--- config.mk ---
export PLATFORM = sky130hd
export DESIGN_NAME = touch_gesture_region_hit
export DESIGN_NICKNAME = d
export VERILOG_FILES = /design/src/design/tgrh_pkg.sv /design/src/design/tgrh_table.sv /design/src/design/tgrh_classify.sv /design/src/design/tgrh_level.sv /design/src/design/touch_gesture_region_hit.sv
export SDC_FILE = /design/constraint.sdc
export NUM_CORES = 2
export LEC_CHECK = 0
export BUFFER_PORTS_ARGS = -buffer_cell sky130_fd_sc_hd__buf_2
export CELL_PAD_IN_SITES_DETAIL_PLACEMENT = 1
export CELL_PAD_IN_SITES_GLOBAL_PLACEMENT = 2
export CORE_UTILIZATION = 51
export CTS_CLUSTER_SIZE = 25
export DETAILED_ROUTE_END_ITERATION = 12
export PLACE_DENSITY_LB_ADDON = 0.1
export SETUP_SLACK_MARGIN = 0.2
export SLEW_MARGIN = 10
export SYNTH_ARGS = -nofsm -noshare
export SYNTH_HDL_FRONTEND = slang
export SYNTH_SLANG_ARGS = --single-unit
--- constraint.sdc ---
create_clock -name clk_i -period 20.5 [get_ports clk_i]
set_input_delay 1.025 -clock clk_i [delete_from_list [all_inputs] [get_ports clk_i]]
set_output_delay 1.025 -clock clk_i [all_outputs]
set_load 0.05 [all_outputs]
--- src/design/tgrh_pkg.sv ---
// Shared types and constants for the touch region hit tester.
// No dependencies; imported by every module of the block.
package tgrh_pkg;

  localparam int COORD_W    = 12;
  localparam int SIZE_W     = 13;
  localparam int FLAGS_W    = 7;
  localparam int LEVEL_W    = 7;
  localparam int THRESH_W   = 8;
  localparam int IN_TDATA_W = 112;
  localparam int OUT_TDATA_W = 16;
  localparam int CFG_IDX_W  = 2;
  localparam int CFG_DATA_W = 8;

  // Region flag bit positions
  localparam int F_TAP      = 0;
  localparam int F_SWIPE_LO = 1;
  localparam int F_SWIPE_HI = 4;
  localparam int F_SLIDE    = 5;
  localparam int F_AXIS_Y   = 6;

  localparam int LEVEL_SCALE = 100;
  localparam logic [LEVEL_W-1:0] LEVEL_MAX = 7'd100;

  typedef enum logic [2:0] {
    G_NONE  = 3'd0,
    G_TAP   = 3'd1,
    G_LEFT  = 3'd2,
    G_RIGHT = 3'd3,
    G_UP    = 3'd4,
    G_DOWN  = 3'd5,
    G_SLIDE = 3'd6
  } gesture_e;

  typedef struct packed {
    logic [FLAGS_W-1:0] flags;
    logic [SIZE_W-1:0]  h;
    logic [SIZE_W-1:0]  w;
    logic [COORD_W-1:0] y;
    logic [COORD_W-1:0] x;
  } region_t;

endpackage

--- src/design/tgrh_table.sv ---
// Region table: one write port, one registered read port.
// Depends on tgrh_pkg for the entry layout.
module tgrh_table #(
  parameter int Depth = 16,
  parameter int AddrW = 4
) (
  input  logic                 clk_i,
  input  logic                 wr_en_i,
  input  logic [AddrW-1:0]     wr_addr_i,
  input  tgrh_pkg::region_t    wr_data_i,
  input  logic                 rd_en_i,
  input  logic [AddrW-1:0]     rd_addr_i,
  output tgrh_pkg::region_t    rd_data_o
);
  import tgrh_pkg::*;

  region_t mem_q [Depth];
  region_t rd_data_q;

  always_ff @(posedge clk_i) begin
    if (wr_en_i) begin
      mem_q[wr_addr_i] <= wr_data_i;
    end
  end

  always_ff @(posedge clk_i) begin
    if (rd_en_i) begin
      rd_data_q <= mem_q[rd_addr_i];
    end
  end

  assign rd_data_o = rd_data_q;

endmodule

--- src/design/tgrh_classify.sv ---
// Gesture classifier: squares travel and thresholds on one shared multiplier,
// then compares. Depends on tgrh_pkg for the gesture codes.
module tgrh_classify (
  input  logic                              clk_i,
  input  logic                              rst_ni,
  input  logic                              start_i,
  input  logic [tgrh_pkg::COORD_W-1:0]      down_x_i,
  input  logic [tgrh_pkg::COORD_W-1:0]      down_y_i,
  input  logic [tgrh_pkg::COORD_W-1:0]      lift_x_i,
  input  logic [tgrh_pkg::COORD_W-1:0]      lift_y_i,
  input  logic [tgrh_pkg::THRESH_W-1:0]     swipe_min_i,
  input  logic [tgrh_pkg::THRESH_W-1:0]     tap_max_i,
  output logic                              done_o,
  output tgrh_pkg::gesture_e                gesture_o
);
  import tgrh_pkg::*;

  localparam logic [2:0] STEP_DX     = 3'd0;
  localparam logic [2:0] STEP_DY     = 3'd1;
  localparam logic [2:0] STEP_SW     = 3'd2;
  localparam logic [2:0] STEP_TP     = 3'd3;
  localparam logic [2:0] STEP_DECIDE = 3'd4;

  logic                busy_q, busy_d;
  logic [2:0]          step_q, step_d;
  logic                done_q, done_d;
  logic [COORD_W-1:0]  adx_q, ady_q;
  logic                negx_q, negy_q;
  logic [THRESH_W-1:0] sw_q, tp_q;
  logic [2*COORD_W-1:0] dx2_q, dy2_q;
  logic [2*THRESH_W-1:0] sw2_q, tp2_q;
  gesture_e            gest_q;

  logic [COORD_W-1:0]   mul_a;
  logic [2*COORD_W-1:0] prod;
  logic [2*COORD_W:0]   d2;
  gesture_e             gest_new;

  always_comb begin
    case (step_q)
      STEP_DX: mul_a = adx_q;
      STEP_DY: mul_a = ady_q;
      STEP_SW: mul_a = {{(COORD_W-THRESH_W){1'b0}}, sw_q};
      STEP_TP: mul_a = {{(COORD_W-THRESH_W){1'b0}}, tp_q};
      default: mul_a = '0;
    endcase
  end

  assign prod = {{COORD_W{1'b0}}, mul_a} * {{COORD_W{1'b0}}, mul_a};
  assign d2   = {1'b0, dx2_q} + {1'b0, dy2_q};

  always_comb begin
    if (d2 >= {{(2*COORD_W+1-2*THRESH_W){1'b0}}, sw2_q}) begin
      if (dx2_q >= dy2_q) gest_new = negx_q ? G_LEFT : G_RIGHT;
      else                gest_new = negy_q ? G_UP : G_DOWN;
    end else if (d2 < {{(2*COORD_W+1-2*THRESH_W){1'b0}}, tp2_q}) begin
      gest_new = G_TAP;
    end else begin
      gest_new = G_NONE;
    end
  end

  always_comb begin
    busy_d = busy_q;
    step_d = step_q;
    done_d = 1'b0;
    if (start_i) begin
      busy_d = 1'b1;
      step_d = STEP_DX;
    end else if (busy_q) begin
      if (step_q == STEP_DECIDE) begin
        busy_d = 1'b0;
        done_d = 1'b1;
      end else begin
        step_d = step_q + 3'd1;
      end
    end
  end

  always_ff @(posedge clk_i or negedge rst_ni) begin
    if (!rst_ni) begin
      busy_q <= 1'b0;
      step_q <= STEP_DX;
      done_q <= 1'b0;
    end else begin
      busy_q <= busy_d;
      step_q <= step_d;
      done_q <= done_d;
    end
  end

  always_ff @(posedge clk_i) begin
    if (start_i) begin
      adx_q  <= (lift_x_i >= down_x_i) ? lift_x_i - down_x_i : down_x_i - lift_x_i;
      ady_q  <= (lift_y_i >= down_y_i) ? lift_y_i - down_y_i : down_y_i - lift_y_i;
      negx_q <= lift_x_i < down_x_i;
      negy_q <= lift_y_i < down_y_i;
      sw_q   <= swipe_min_i;
      tp_q   <= tap_max_i;
    end else if (busy_q) begin
      case (step_q)
        STEP_DX:     dx2_q  <= prod;
        STEP_DY:     dy2_q  <= prod;
        STEP_SW:     sw2_q  <= prod[2*THRESH_W-1:0];
        STEP_TP:     tp2_q  <= prod[2*THRESH_W-1:0];
        STEP_DECIDE: gest_q <= gest_new;
        default: ;
      endcase
    end
  end

  assign done_o    = done_q;
  assign gesture_o = gest_q;

endmodule

--- src/design/tgrh_level.sv ---
// Slide level unit: clamps, then a seven-step restoring divide of offset*100
// by the region size. Depends on tgrh_pkg for the entry layout.
module tgrh_level (
  input  logic                          clk_i,
  input  logic                          rst_ni,
  input  logic                          start_i,
  input  tgrh_pkg::region_t             region_i,
  input  logic [tgrh_pkg::COORD_W-1:0]  lift_x_i,
  input  logic [tgrh_pkg::COORD_W-1:0]  lift_y_i,
  output logic                          done_o,
  output logic [tgrh_pkg::LEVEL_W-1:0]  level_o
);
  import tgrh_pkg::*;

  localparam int NUM_W = SIZE_W + 2;
  localparam int REM_W = SIZE_W + LEVEL_W;

  logic             busy_q, busy_d;
  logic             done_q, done_d;
  logic [2:0]       cnt_q;
  logic [REM_W-1:0] rem_q, dsr_q;
  logic [LEVEL_W-1:0] quo_q;

  logic [NUM_W-1:0]  num;
  logic [SIZE_W-1:0] den;
  logic              nonpos, saturate, take;
  logic [REM_W-1:0]  scaled;

  // Offset from the low end of the slide axis; y runs bottom-up.
  always_comb begin
    if (region_i.flags[F_AXIS_Y]) begin
      num = {3'b0, region_i.y} + {2'b0, region_i.h} - {3'b0, lift_y_i};
      den = region_i.h;
    end else begin
      num = {3'b0, lift_x_i} - {3'b0, region_i.x};
      den = region_i.w;
    end
  end

  assign nonpos   = num[NUM_W-1] || (num == '0);
  assign saturate = num >= {2'b0, den};
  assign scaled   = {{LEVEL_W{1'b0}}, num[SIZE_W-1:0]} * REM_W'(LEVEL_SCALE);
  assign take     = rem_q >= dsr_q;

  always_comb begin
    busy_d = busy_q;
    done_d = 1'b0;
    if (start_i) begin
      if (nonpos || saturate) done_d = 1'b1;
      else                    busy_d = 1'b1;
    end else if (busy_q && cnt_q == 3'd0) begin
      busy_d = 1'b0;
      done_d = 1'b1;
    end
  end

  always_ff @(posedge clk_i or negedge rst_ni) begin
    if (!rst_ni) begin
      busy_q <= 1'b0;
      done_q <= 1'b0;
    end else begin
      busy_q <= busy_d;
      done_q <= done_d;
    end
  end

  always_ff @(posedge clk_i) begin
    if (start_i) begin
      rem_q <= scaled;
      dsr_q <= {1'b0, den, {(LEVEL_W-1){1'b0}}};
      cnt_q <= 3'(LEVEL_W - 1);
      if (nonpos)        quo_q <= '0;
      else if (saturate) quo_q <= LEVEL_MAX;
      else               quo_q <= '0;
    end else if (busy_q) begin
      if (take) rem_q <= rem_q - dsr_q;
      quo_q <= {quo_q[LEVEL_W-2:0], take};
      dsr_q <= dsr_q >> 1;
      cnt_q <= cnt_q - 3'd1;
    end
  end

  assign done_o  = done_q;
  assign level_o = quo_q;

endmodule

--- src/design/touch_gesture_region_hit.sv ---
// Top level of the touch region hit tester: table, classifier, level unit
// and the search sequencer. Depends on tgrh_pkg and all tgrh_* modules.
//
// Usage. Items enter on the s_axis channel; tuser says what the item is
// (0 stores one region entry, 1 classifies a touch). A region store writes
// the table in the cycle of its transfer and gives no result. A touch item
// gives exactly one result transfer on m_axis. Registers (region count,
// swipe and tap thresholds) are written over the cfg channel, which is
// always ready; write them only while no touch is in flight.
// A touch with n = min(region_count, MAX_REGIONS) goes through classification
// on the shared squaring multiplier, the down-point scan of n entries (one
// table read per cycle), another scan at the lift point for a swipe that
// found no owner, the slide level divider for a slide owner, and a load of
// the output register. The table's single read port sets the scan rate.
// One touch is worked on at a time. Reset clears control state and
// registers to their defaults; the table itself holds garbage until entries
// are written. When the receiver stalls the finished result waits in the
// output register, and the block still takes the next item; a following
// touch holds in its last step until the output register frees up.
module touch_gesture_region_hit #(
  parameter int MAX_REGIONS = 16
) (
  input  logic                                 clk_i,
  input  logic                                 rst_ni,
  input  logic                                 s_axis_tvalid_i,
  output logic                                 s_axis_tready_o,
  // [3:0] region_index, [15:4] rect_x, [27:16] rect_y, [40:28] rect_w,
  // [53:41] rect_h, [60:54] region_flags, [72:61] down_x, [84:73] down_y,
  // [96:85] lift_x, [108:97] lift_y, [111:109] zero
  input  logic [tgrh_pkg::IN_TDATA_W-1:0]      s_axis_tdata_i,
  // [0] req_type
  input  logic                                 s_axis_tuser_i,
  output logic                                 m_axis_tvalid_o,
  input  logic                                 m_axis_tready_i,
  // [3:0] hit_region, [6:4] gesture, [13:7] slide_level, [15:14] zero
  output logic [tgrh_pkg::OUT_TDATA_W-1:0]     m_axis_tdata_o,
  // [0] hit
  output logic                                 m_axis_tuser_o,
  input  logic                                 cfg_valid_i,
  output logic                                 cfg_ready_o,
  input  logic [tgrh_pkg::CFG_IDX_W-1:0]       cfg_index_i,
  input  logic [tgrh_pkg::CFG_DATA_W-1:0]      cfg_data_i
);
  import tgrh_pkg::*;

  localparam int AW = (MAX_REGIONS > 1) ? $clog2(MAX_REGIONS) : 1;
  localparam int CW = $clog2(MAX_REGIONS + 1);
  localparam logic [6:0] MAX_R7 = 7'(MAX_REGIONS);

  localparam logic [CFG_IDX_W-1:0] CFG_REGION_COUNT = 2'd0;
  localparam logic [CFG_IDX_W-1:0] CFG_SWIPE_MIN    = 2'd1;
  localparam logic [CFG_IDX_W-1:0] CFG_TAP_MAX      = 2'd2;

  localparam logic REQ_WRITE = 1'b0;
  localparam logic REQ_TOUCH = 1'b1;

  localparam logic [2:0] S_IDLE = 3'd0;
  localparam logic [2:0] S_CLS  = 3'd1;
  localparam logic [2:0] S_SCAN = 3'd2;
  localparam logic [2:0] S_LVL  = 3'd3;
  localparam logic [2:0] S_EMIT = 3'd4;

  // Configuration registers
  logic [4:0]          region_count_q;
  logic [THRESH_W-1:0] swipe_min_q, tap_max_q;

  // Sequencer state
  logic [2:0]     state_q, state_d;
  logic           pass_q, pass_d;
  logic [CW-1:0]  issue_q, issue_d;
  logic           chk_v_q, chk_v_d;
  logic [AW-1:0]  chk_idx_q, chk_idx_d;
  gesture_e       gest_q, gest_d;

  // Pending result and output register
  logic               res_hit_q, res_hit_d;
  logic [AW-1:0]      res_idx_q, res_idx_d;
  gesture_e           res_gest_q, res_gest_d;
  logic [LEVEL_W-1:0] res_lvl_q, res_lvl_d;
  logic                   m_valid_q, m_valid_d;
  logic [OUT_TDATA_W-1:0] m_tdata_q, m_tdata_d;
  logic                   m_tuser_q, m_tuser_d;

  // Touch points of the item in flight
  logic [COORD_W-1:0] x0_q, y0_q, x1_q, y1_q;

  logic s_fire;
  logic [3:0]         in_index;
  region_t            in_region;
  logic [COORD_W-1:0] in_down_x, in_down_y, in_lift_x, in_lift_y;
  logic               wr_en;
  logic [6:0]         n7;
  logic [CW-1:0]      n;

  logic               rd_en;
  region_t            rd_data;
  logic               cls_start, cls_done;
  gesture_e           cls_gesture;
  logic               lvl_start, lvl_done;
  logic [LEVEL_W-1:0] lvl_level;

  logic [3:0]         sb;
  logic [COORD_W-1:0] px, py;
  logic [SIZE_W:0]    x_end, y_end;
  logic               in_rect, swipe_ok, match;

  // Unpack the input transfer.
  assign in_index        = s_axis_tdata_i[3:0];
  assign in_region.x     = s_axis_tdata_i[15:4];
  assign in_region.y     = s_axis_tdata_i[27:16];
  assign in_region.w     = s_axis_tdata_i[40:28];
  assign in_region.h     = s_axis_tdata_i[53:41];
  assign in_region.flags = s_axis_tdata_i[60:54];
  assign in_down_x       = s_axis_tdata_i[72:61];
  assign in_down_y       = s_axis_tdata_i[84:73];
  assign in_lift_x       = s_axis_tdata_i[96:85];
  assign in_lift_y       = s_axis_tdata_i[108:97];

  assign s_axis_tready_o = (state_q == S_IDLE);
  assign s_fire          = s_axis_tvalid_i && s_axis_tready_o;

  // Drop stores aimed past the end of the table.
  assign wr_en = s_fire && (s_axis_tuser_i == REQ_WRITE) && ({3'b0, in_index} < MAX_R7);

  // Searched entries: the count register, capped at the table depth.
  assign n7 = ({2'b0, region_count_q} > MAX_R7) ? MAX_R7 : {2'b0, region_count_q};
  assign n  = n7[CW-1:0];

  // Configuration port
  assign cfg_ready_o = 1'b1;

  always_ff @(posedge clk_i or negedge rst_ni) begin
    if (!rst_ni) begin
      region_count_q <= 5'd0;
      swipe_min_q    <= 8'd40;
      tap_max_q      <= 8'd20;
    end else if (cfg_valid_i && cfg_ready_o) begin
      unique case (cfg_index_i)
        CFG_REGION_COUNT: region_count_q <= cfg_data_i[4:0];
        CFG_SWIPE_MIN:    swipe_min_q    <= cfg_data_i;
        CFG_TAP_MAX:      tap_max_q      <= cfg_data_i;
        default: ;
      endcase
    end
  end

  tgrh_table #(
    .Depth (MAX_REGIONS),
    .AddrW (AW)
  ) u_table (
    .clk_i     (clk_i),
    .wr_en_i   (wr_en),
    .wr_addr_i (AW'(in_index)),
    .wr_data_i (in_region),
    .rd_en_i   (rd_en),
    .rd_addr_i (issue_q[AW-1:0]),
    .rd_data_o (rd_data)
  );

  tgrh_classify u_classify (
    .clk_i       (clk_i),
    .rst_ni      (rst_ni),
    .start_i     (cls_start),
    .down_x_i    (in_down_x),
    .down_y_i    (in_down_y),
    .lift_x_i    (in_lift_x),
    .lift_y_i    (in_lift_y),
    .swipe_min_i (swipe_min_q),
    .tap_max_i   (tap_max_q),
    .done_o      (cls_done),
    .gesture_o   (cls_gesture)
  );

  tgrh_level u_level (
    .clk_i    (clk_i),
    .rst_ni   (rst_ni),
    .start_i  (lvl_start),
    .region_i (rd_data),
    .lift_x_i (x1_q),
    .lift_y_i (y1_q),
    .done_o   (lvl_done),
    .level_o  (lvl_level)
  );

  // Swipe direction as a one-hot mask matching flag bits left/right/up/down.
  always_comb begin
    case (gest_q)
      G_LEFT:  sb = 4'b0001;
      G_RIGHT: sb = 4'b0010;
      G_UP:    sb = 4'b0100;
      G_DOWN:  sb = 4'b1000;
      default: sb = 4'b0000;
    endcase
  end

  // Check the entry read last cycle: down point on the first pass,
  // lift point on the swipe retry.
  assign px       = pass_q ? x1_q : x0_q;
  assign py       = pass_q ? y1_q : y0_q;
  assign x_end    = {2'b0, rd_data.x} + {1'b0, rd_data.w};
  assign y_end    = {2'b0, rd_data.y} + {1'b0, rd_data.h};
  assign in_rect  = (px >= rd_data.x) && ({2'b0, px} < x_end) &&
                    (py >= rd_data.y) && ({2'b0, py} < y_end);
  assign swipe_ok = |(rd_data.flags[F_SWIPE_HI:F_SWIPE_LO] & sb);
  assign match    = in_rect && (pass_q ? swipe_ok :
                    (rd_data.flags[F_SLIDE] ||
                     ((gest_q == G_TAP) && rd_data.flags[F_TAP]) || swipe_ok));

  always_comb begin
    state_d    = state_q;
    pass_d     = pass_q;
    issue_d    = issue_q;
    chk_v_d    = 1'b0;
    chk_idx_d  = chk_idx_q;
    gest_d     = gest_q;
    res_hit_d  = res_hit_q;
    res_idx_d  = res_idx_q;
    res_gest_d = res_gest_q;
    res_lvl_d  = res_lvl_q;
    m_valid_d  = m_valid_q && !m_axis_tready_i;
    m_tdata_d  = m_tdata_q;
    m_tuser_d  = m_tuser_q;
    cls_start  = 1'b0;
    lvl_start  = 1'b0;
    rd_en      = 1'b0;

    unique case (state_q)
      S_IDLE: begin
        if (s_fire && (s_axis_tuser_i == REQ_TOUCH)) begin
          cls_start = 1'b1;
          state_d   = S_CLS;
        end
      end
      S_CLS: begin
        if (cls_done) begin
          gest_d  = cls_gesture;
          issue_d = '0;
          pass_d  = 1'b0;
          state_d = S_SCAN;
        end
      end
      S_SCAN: begin
        // Advance the read pointer; data returns next cycle.
        if (issue_q < n) begin
          rd_en     = 1'b1;
          issue_d   = issue_q + 1'b1;
          chk_v_d   = 1'b1;
          chk_idx_d = issue_q[AW-1:0];
        end
        if (chk_v_q && match) begin
          res_hit_d  = 1'b1;
          res_idx_d  = chk_idx_q;
          res_gest_d = gest_q;
          res_lvl_d  = '0;
          if (!pass_q && rd_data.flags[F_SLIDE]) begin
            res_gest_d = G_SLIDE;
            lvl_start  = 1'b1;
            state_d    = S_LVL;
          end else begin
            state_d = S_EMIT;
          end
        end else if (!chk_v_q && (issue_q >= n)) begin
          if (!pass_q && (sb != 4'b0000)) begin
            pass_d  = 1'b1;
            issue_d = '0;
          end else begin
            res_hit_d  = 1'b0;
            res_idx_d  = '0;
            res_gest_d = gest_q;
            res_lvl_d  = '0;
            state_d    = S_EMIT;
          end
        end
      end
      S_LVL: begin
        if (lvl_done) begin
          res_lvl_d = lvl_level;
          state_d   = S_EMIT;
        end
      end
      S_EMIT: begin
        // Hold until the output register is free.
        if (!m_valid_q || m_axis_tready_i) begin
          m_valid_d = 1'b1;
          m_tdata_d = {2'b0, res_lvl_q, res_gest_q, 4'(res_idx_q)};
          m_tuser_d = res_hit_q;
          state_d   = S_IDLE;
        end
      end
      default: state_d = S_IDLE;
    endcase
  end

  always_ff @(posedge clk_i or negedge rst_ni) begin
    if (!rst_ni) begin
      state_q   <= S_IDLE;
      pass_q    <= 1'b0;
      issue_q   <= '0;
      chk_v_q   <= 1'b0;
      m_valid_q <= 1'b0;
    end else begin
      state_q   <= state_d;
      pass_q    <= pass_d;
      issue_q   <= issue_d;
      chk_v_q   <= chk_v_d;
      m_valid_q <= m_valid_d;
    end
  end

  always_ff @(posedge clk_i) begin
    chk_idx_q  <= chk_idx_d;
    gest_q     <= gest_d;
    res_hit_q  <= res_hit_d;
    res_idx_q  <= res_idx_d;
    res_gest_q <= res_gest_d;
    res_lvl_q  <= res_lvl_d;
    m_tdata_q  <= m_tdata_d;
    m_tuser_q  <= m_tuser_d;
    if (s_fire) begin
      x0_q <= in_down_x;
      y0_q <= in_down_y;
      x1_q <= in_lift_x;
      y1_q <= in_lift_y;
    end
  end

  assign m_axis_tvalid_o = m_valid_q;
  assign m_axis_tdata_o  = m_tdata_q;
  assign m_axis_tuser_o  = m_tuser_q;

endmodule

Word level (Yosys, flattened, before mapping). Memories as Yosys holds them, arrays and structs flattened. A register that Yosys moved wholly into a read port is not among the register bits. Cells that the tools add are included.

Flip-flop bits (word level): 298. RAM bits: 912. Logic and storage cells: 246. Memories kept: 1.

Multiply operators: 2. Bitwise gates (word level): 3. Equality and inequality tests: 27. Reductions and logical operators: 57. Order comparisons: 16. Add/subtract/negate cells: 14. Mux-type cells: 84.

Memory list: u_table.mem_q (depth 16, width 57, read ports 1, clocked after memory_dff 1, wr ports 1, RTL line tgrh_table.sv:17) `region_t mem_q [Depth];`.

Operator list (number): 20-bit two-way mux (3); 7-bit two-way mux (8); 3-bit two-way mux (17); 12-bit >= comparator (4); 12-bit two-way mux (4); 12-bit one-hot mux with 4 select lines (1); 12-bit subtractor (4); 12-bit by 13-bit adder with 14-bit output (3); 19-bit two-way mux (2); 1-bit two-way mux (33); 5-bit two-way mux (6); 12-bit by 14-bit < comparator with 1-bit output (2); 24-bit by 24-bit adder with 25-bit output (1); 25-bit by 16-bit >= comparator with 1-bit output (1); 25-bit by 16-bit < comparator with 1-bit output (1); 24-bit >= comparator (1); 12-bit < comparator (2); 12-bit by 12-bit multiplier with 24-bit output (1); 2-bit AND reduction (11); 20-bit by 19-bit >= comparator with 1-bit output (1); 20-bit by 19-bit subtractor with 20-bit output (1); 3-bit by 2-bit == test with 1-bit output, second input constant (6); 13-bit by 5-bit multiplier with 18-bit output, second input constant (1); 3-bit AND reduction (6); other kinds (38) (83).

Logic depth before layout (Yosys ltp).
Depth after elaboration: 12. Gate-level depth with buffers: 29. Mapped depth without buffers: 27.

Modules after synthesis. Synthesis repeated with hierarchy kept, for this count alone.

Cell total of the unflattened synthesis: 4040. Area total of the unflattened synthesis: 61378.9 sq um.

By module, submodules not included: tgrh_table (area each 35824.4 sq um, instances 1, cells an instance 1470); tgrh_classify (area each 12434.4 sq um, instances 1, cells an instance 1273); touch_gesture_region_hit (area each 6726.5 sq um, instances 1, cells an instance 555); tgrh_level (area each 6393.6 sq um, instances 1, cells an instance 742).

Worst setup path after synthesis. Ideal clock, no wire load.

Kind: register to register. From: register u_classify.step_q[2]. To: register u_classify.dx2_q[23], data pin. Required time: 20.227 ns. Setup slack: 13.728 ns. Library setup time: 0.273 ns. Stages on the path, launching flop included: 26. Data arrival time: 6.500 ns. Clock period less this slack: 6.772 ns. Buffers on the path: 3. Cell sequence: dfrtp_1 -> clkbuf_1 -> clkbuf_1 -> inv_1 -> ha_1 -> clkbuf_1 -> a21oi_1 -> inv_1 -> nand2_1 -> inv_1 -> fa_1 -> fa_1 -> inv_1 -> fa_1 -> fa_1 -> fa_1 -> inv_1 -> ha_1 -> or3_1 -> o2111ai_1 -> a21oi_1 -> o311a_1 -> o21a_1 -> o21a_1 -> o41ai_1 -> xnor2_1.

Longest elaborated chain between the ends: 3. Elaborated cells on any way between the ends: 6. Classes of those cells: mul (1); eq/ne (3); mux (1); reduce/logical (1).

Ends and longest elaborated chain: from (decl) (RTL line tgrh_classify.sv:25) `logic [2:0] step_q, step_d;`; from (signal assigned) (RTL line tgrh_classify.sv:87) `step_q <= step_d;`; 3-bit by 2-bit == test with 1-bit output, or another cell as far along (RTL line tgrh_classify.sv:40) `case (step_q)`; 12-bit one-hot mux with 4 select lines * (RTL line tgrh_classify.sv:40); 12-bit by 12-bit multiplier with 24-bit output * (RTL line tgrh_classify.sv:49) `assign prod = {{COORD_W{1'b0}}, mul_a} * {{COORD_W{1'b0}}, mul_a};`; named net u_classify.prod[23] (RTL line tgrh_classify.sv:35) `logic [2*COORD_W-1:0] prod;`; to (signal assigned) (RTL line tgrh_classify.sv:102) `STEP_DX: dx2_q <= prod;`; to (decl) (RTL line tgrh_classify.sv:30) `logic [2*COORD_W-1:0] dx2_q, dy2_q;`.

The timed path passes the listed nets; every way through them passes the cells marked *. A chain may end at the register's enable or synchronous reset.

Final worst setup path.
From: register u_classify.step_q[0]. To: register u_classify.dy2_q[23], data pin.

Longest elaborated chain between the ends: 3. Elaborated cells on any way between the ends: 6. Classes of those cells: mul (1); eq/ne (3); mux (1); reduce/logical (1).

Ends and longest elaborated chain: 3-bit by 2-bit == test with 1-bit output, or another cell as far along (RTL line tgrh_classify.sv:40); 12-bit one-hot mux with 4 select lines * (RTL line tgrh_classify.sv:40); 12-bit by 12-bit multiplier with 24-bit output * (RTL line tgrh_classify.sv:49); named net u_classify.prod[23] (RTL line tgrh_classify.sv:35); to (signal assigned) (RTL line tgrh_classify.sv:103) `STEP_DY: dy2_q <= prod;`; to (decl) (RTL line tgrh_classify.sv:30).

Marked as above.

==> flow_metrics.tcl <==
set metrics [dict create \
    run_status "completed" \
    grt_usage_pct 26.3 \
    vias 33900 \
    antenna_found_initial 19 \
    cp-end-kind "flop" \
    syn2layout_area_growth_pct 11.8 \
    ys_ff_latch 1263 \
    rsz0062_at_grt "no" \
    syn_inst 3859 \
    path_clk_slew_ns 0.06 \
    chipWidth_um 348 \
    cts_max_level 4 \
    n_fill_cell 10900 \
    drc 0 \
    worstMarginPinSlew_ns 1.11 \
    yosysWarnings 0 \
    synth-edff-count 1213 \
    routedWlPerCell_um 27.5 \
    numCtsBuffers 134 \
    finalSetupTns_ns 0 \
    ctsResizeCount 0 \
    synth-async-reset-ratio_pct 3.09 \
    period_minus_slack_ns 7.63 \
    power.density_mw_per_mm2 160 \
    r2r_cells 21 \
    grt_use_met1_pct 36.1 \
    max-slew-margin-rel_pct 25.9 \
    drtAntennaViolNets 0 \
    dpl.hpwl_um 104000 \
    yosysSeqAreaShare_pct 61.7 \
    rr_startpoint "u_classify.step_q[0]$_DFFE_PN0P_" \
    cp.arrival_ns 8.11 \
    hold_buffers 0 \
    clkLatencyLatePin_ns 0.76 \
    crit_type "flop to flop" \
    start_kind "flop" \
    gp_congestion 0.850 \
    dieArea_mm2 0.121 \
    cts_sinks 1263 \
    power.leakage_nw 25.0 \
    worstReg2RegEnd "u_classify.dy2_q[23]$_DFFE_PP_" \
    required_ns 20.98 \
    cts_tree "done" \
    core_mm2 0.118 \
    post_cts_buffers 0 \
    setup_viol 0 \
    place_ws_ns 12.76 \
    io_pins 148 \
    hold_violations 0 \
    syn_area_mm2 0.0610 \
    maxSlewViolCount 0 \
    min_path_type "input port to async pin" \
    overflow 0 \
    drv_cap 0 \
    met2_usage_pct 43.9 \
    vdd_ir_drop_max_mv 0.168 \
    fin_cells 5715 \
    portBuffers 141 \
    fin_worst_skew_ns 0.0426 \
    top_usage_layer "met2" \
    initial_utilization_pct 51.6 \
    synth_cell_types 89 \
    wl_um 157000 \
    reg2reg_slack_ns 12.87 \
    row_count 126 \
    mostFrequentLayoutCells "edfxtp_1, inv_1, ha_1" \
    dp_cells 5469 \
    path_max_fanout 16 \
    grt_pass1_wl_um 232000 \
    syn_area_per_cell_um2 15.8 \
    timing.final.crit_share_pct 37.2 \
    dieHeight_um 348 \
    final_common_cell "edfxtp_1" \
    grt_pass1_vias 35700 \
    clock.fmax_mhz 131 \
    grt_start_max_net_pins 140 \
    drive_gt1_share_pct 18.9 \
    finalWorstSetupSlack_ns 12.87 \
    cts_buffer_depth 3 \
    num-nets-final 4659 \
    met3_usage_pct 4.22 \
    drt-pass1-iter-count 6 \
    vias_per_cell 5.93 \
    synth-main-ff-cell "edfxtp_1" \
    detail_route.iter0.violations 2749 \
    cts-root-buf "clkbuf_16" \
]
==> where the power goes <==
group | switching, mW | internal, mW
sequential | 0.109 | 3.24
clock | 1.03 | 1.41
combinational | 3.03 | 2.09
==> synth_stat cells (9+ instances only) <==
cell type,count,area (um^2)
a211oi_1,21,158
a21o_1,65,488
a21oi_1,139,696
a31oi_1,24,150
and2_1,18,113
and3_1,14,87.6
buf_1,25,93.8
buf_2,9,45.0
clkbuf_1,84,315
dfrtp_1,35,876
dfxtp_1,11,220
edfxtp_1,1213,36400
fa_1,95,1900
ha_1,367,4590
inv_1,380,1430
mux2_2,61,687
mux2i_1,40,400
mux4_2,285,6420
nand2_1,139,522
nand2b_1,33,206
nand3_1,46,230
nand3b_1,11,82.6
nand4_1,16,100
nor2_1,185,694
nor2b_1,39,244
nor3_1,39,195
nor4_1,9,56.3
o211ai_1,12,90.1
o21a_1,26,195
o21ai_0,98,490
o21ai_1,11,55.1
o21bai_1,11,82.6
o22ai_1,13,81.3
or2_2,12,75.1
xnor2_1,84,736
xor2_1,43,377
==> registers in the layout (all words and copies together), names as in the netlist, 8 cells and up <==
register / count
m_axis_tdata_o: 14
swipe_min_q: 8
tap_max_q: 8
u_classify.adx_q: 12
u_classify.ady_q: 12
u_classify.dx2_q: 23
u_classify.dy2_q: 23
u_classify.sw2_q: 15
u_classify.sw_q: 8
u_classify.tp2_q: 15
u_classify.tp_q: 8
u_level.dsr_q: 19
u_level.rem_q: 20
u_table.mem_q: 912
u_table.rd_data_o: 57
x0_q: 12
x1_q: 12
y0_q: 12
y1_q: 12
==> per-stage QoR <==
step                hold slack [ns]  utilization (%)  area (um^2)  total power [mW]
global route                  0.419             57.6        68200              11.7
floorplan                     0.400                -        61000              7.05
finish                        0.416             57.7        68200              10.9
global placement              0.401             53.9        63700              8.44
detailed placement            0.406             53.9        63700              8.54
CTS                           0.402             57.6        68200              11.0
==> worst max-delay path, stage by stage, from the launching register on <==
cell,delay [ns]
dfrtp_1,0.41
inv_1,0.08
ha_1,0.41
a222oi_1,0.71
o21a_1,0.60
nor2_1,0.21
fa_1,0.44
fa_1,0.50
inv_1,0.06
fa_1,0.55
fa_1,0.43
fa_1,0.49
inv_1,0.04
ha_1,0.21
or3_1,0.40
o2111ai_1,0.29
a21oi_1,0.18
o311a_1,0.41
o21a_1,0.20
o21a_1,0.20
o41ai_1,0.37
xnor2_1,0.15
==> worst max-delay path by stage <==
stage | start | end | slack, ns
floorplan | u_classify.step_q[2]$_DFFE_PN0P_ | u_classify.dx2_q[23]$_DFFE_PP_ | 13.73
detailed placement | u_classify.step_q[0]$_DFFE_PN0P_ | u_classify.dx2_q[23]$_DFFE_PP_ | 12.76
finish | u_classify.step_q[0]$_DFFE_PN0P_ | u_classify.dy2_q[23]$_DFFE_PP_ | 12.87
global placement | u_classify.step_q[0]$_DFFE_PN0P_ | u_classify.dx2_q[23]$_DFFE_PP_ | 12.83
global route | u_classify.step_q[0]$_DFFE_PN0P_ | u_classify.dy2_q[23]$_DFFE_PP_ | 12.38
CTS | u_classify.step_q[0]$_DFFE_PN0P_ | u_classify.dx2_q[23]$_DFFE_PP_ | 12.72
==> cell families (layout without fill, tap and decap cells) <==
kind of cell	count (synthesis)	in the layout	synth area share [%]
buffers and inverters	504	819	3.14
muxes	390	390	12.4
other	2	7	0.0123
DFF	1263	1263	61.7
xor gates and xnor gates	127	127	1.82
adders and majority gates	462	462	10.6
AOI/OAI and AO/OA	527	527	5.71
and+or+nand+nor	584	584	4.59
==> layout make-up <==
cell class	count	area, um^2	area share (%)
flip-flops and latches	1263	37600	55.2
multi-input cells	2093	21600	31.6
clock buffers	166	3550	5.20
well taps	1536	1920	2.82
inverters	383	1440	2.11
repair buffers	194	1130	1.66
clock inverters	76	918	1.35
diodes	4	10.0	0.0147
==> metal layers <==
metal,wire (um),part of all wire [%],vias to the layer above
met1,67800,43,17700
met4,3310,2.1,12
met5,71,0.045,-
li1,-,-,15200
met2,77200,49,888
met3,8650,5.5,197
Power figures use the tool's default switching activity.
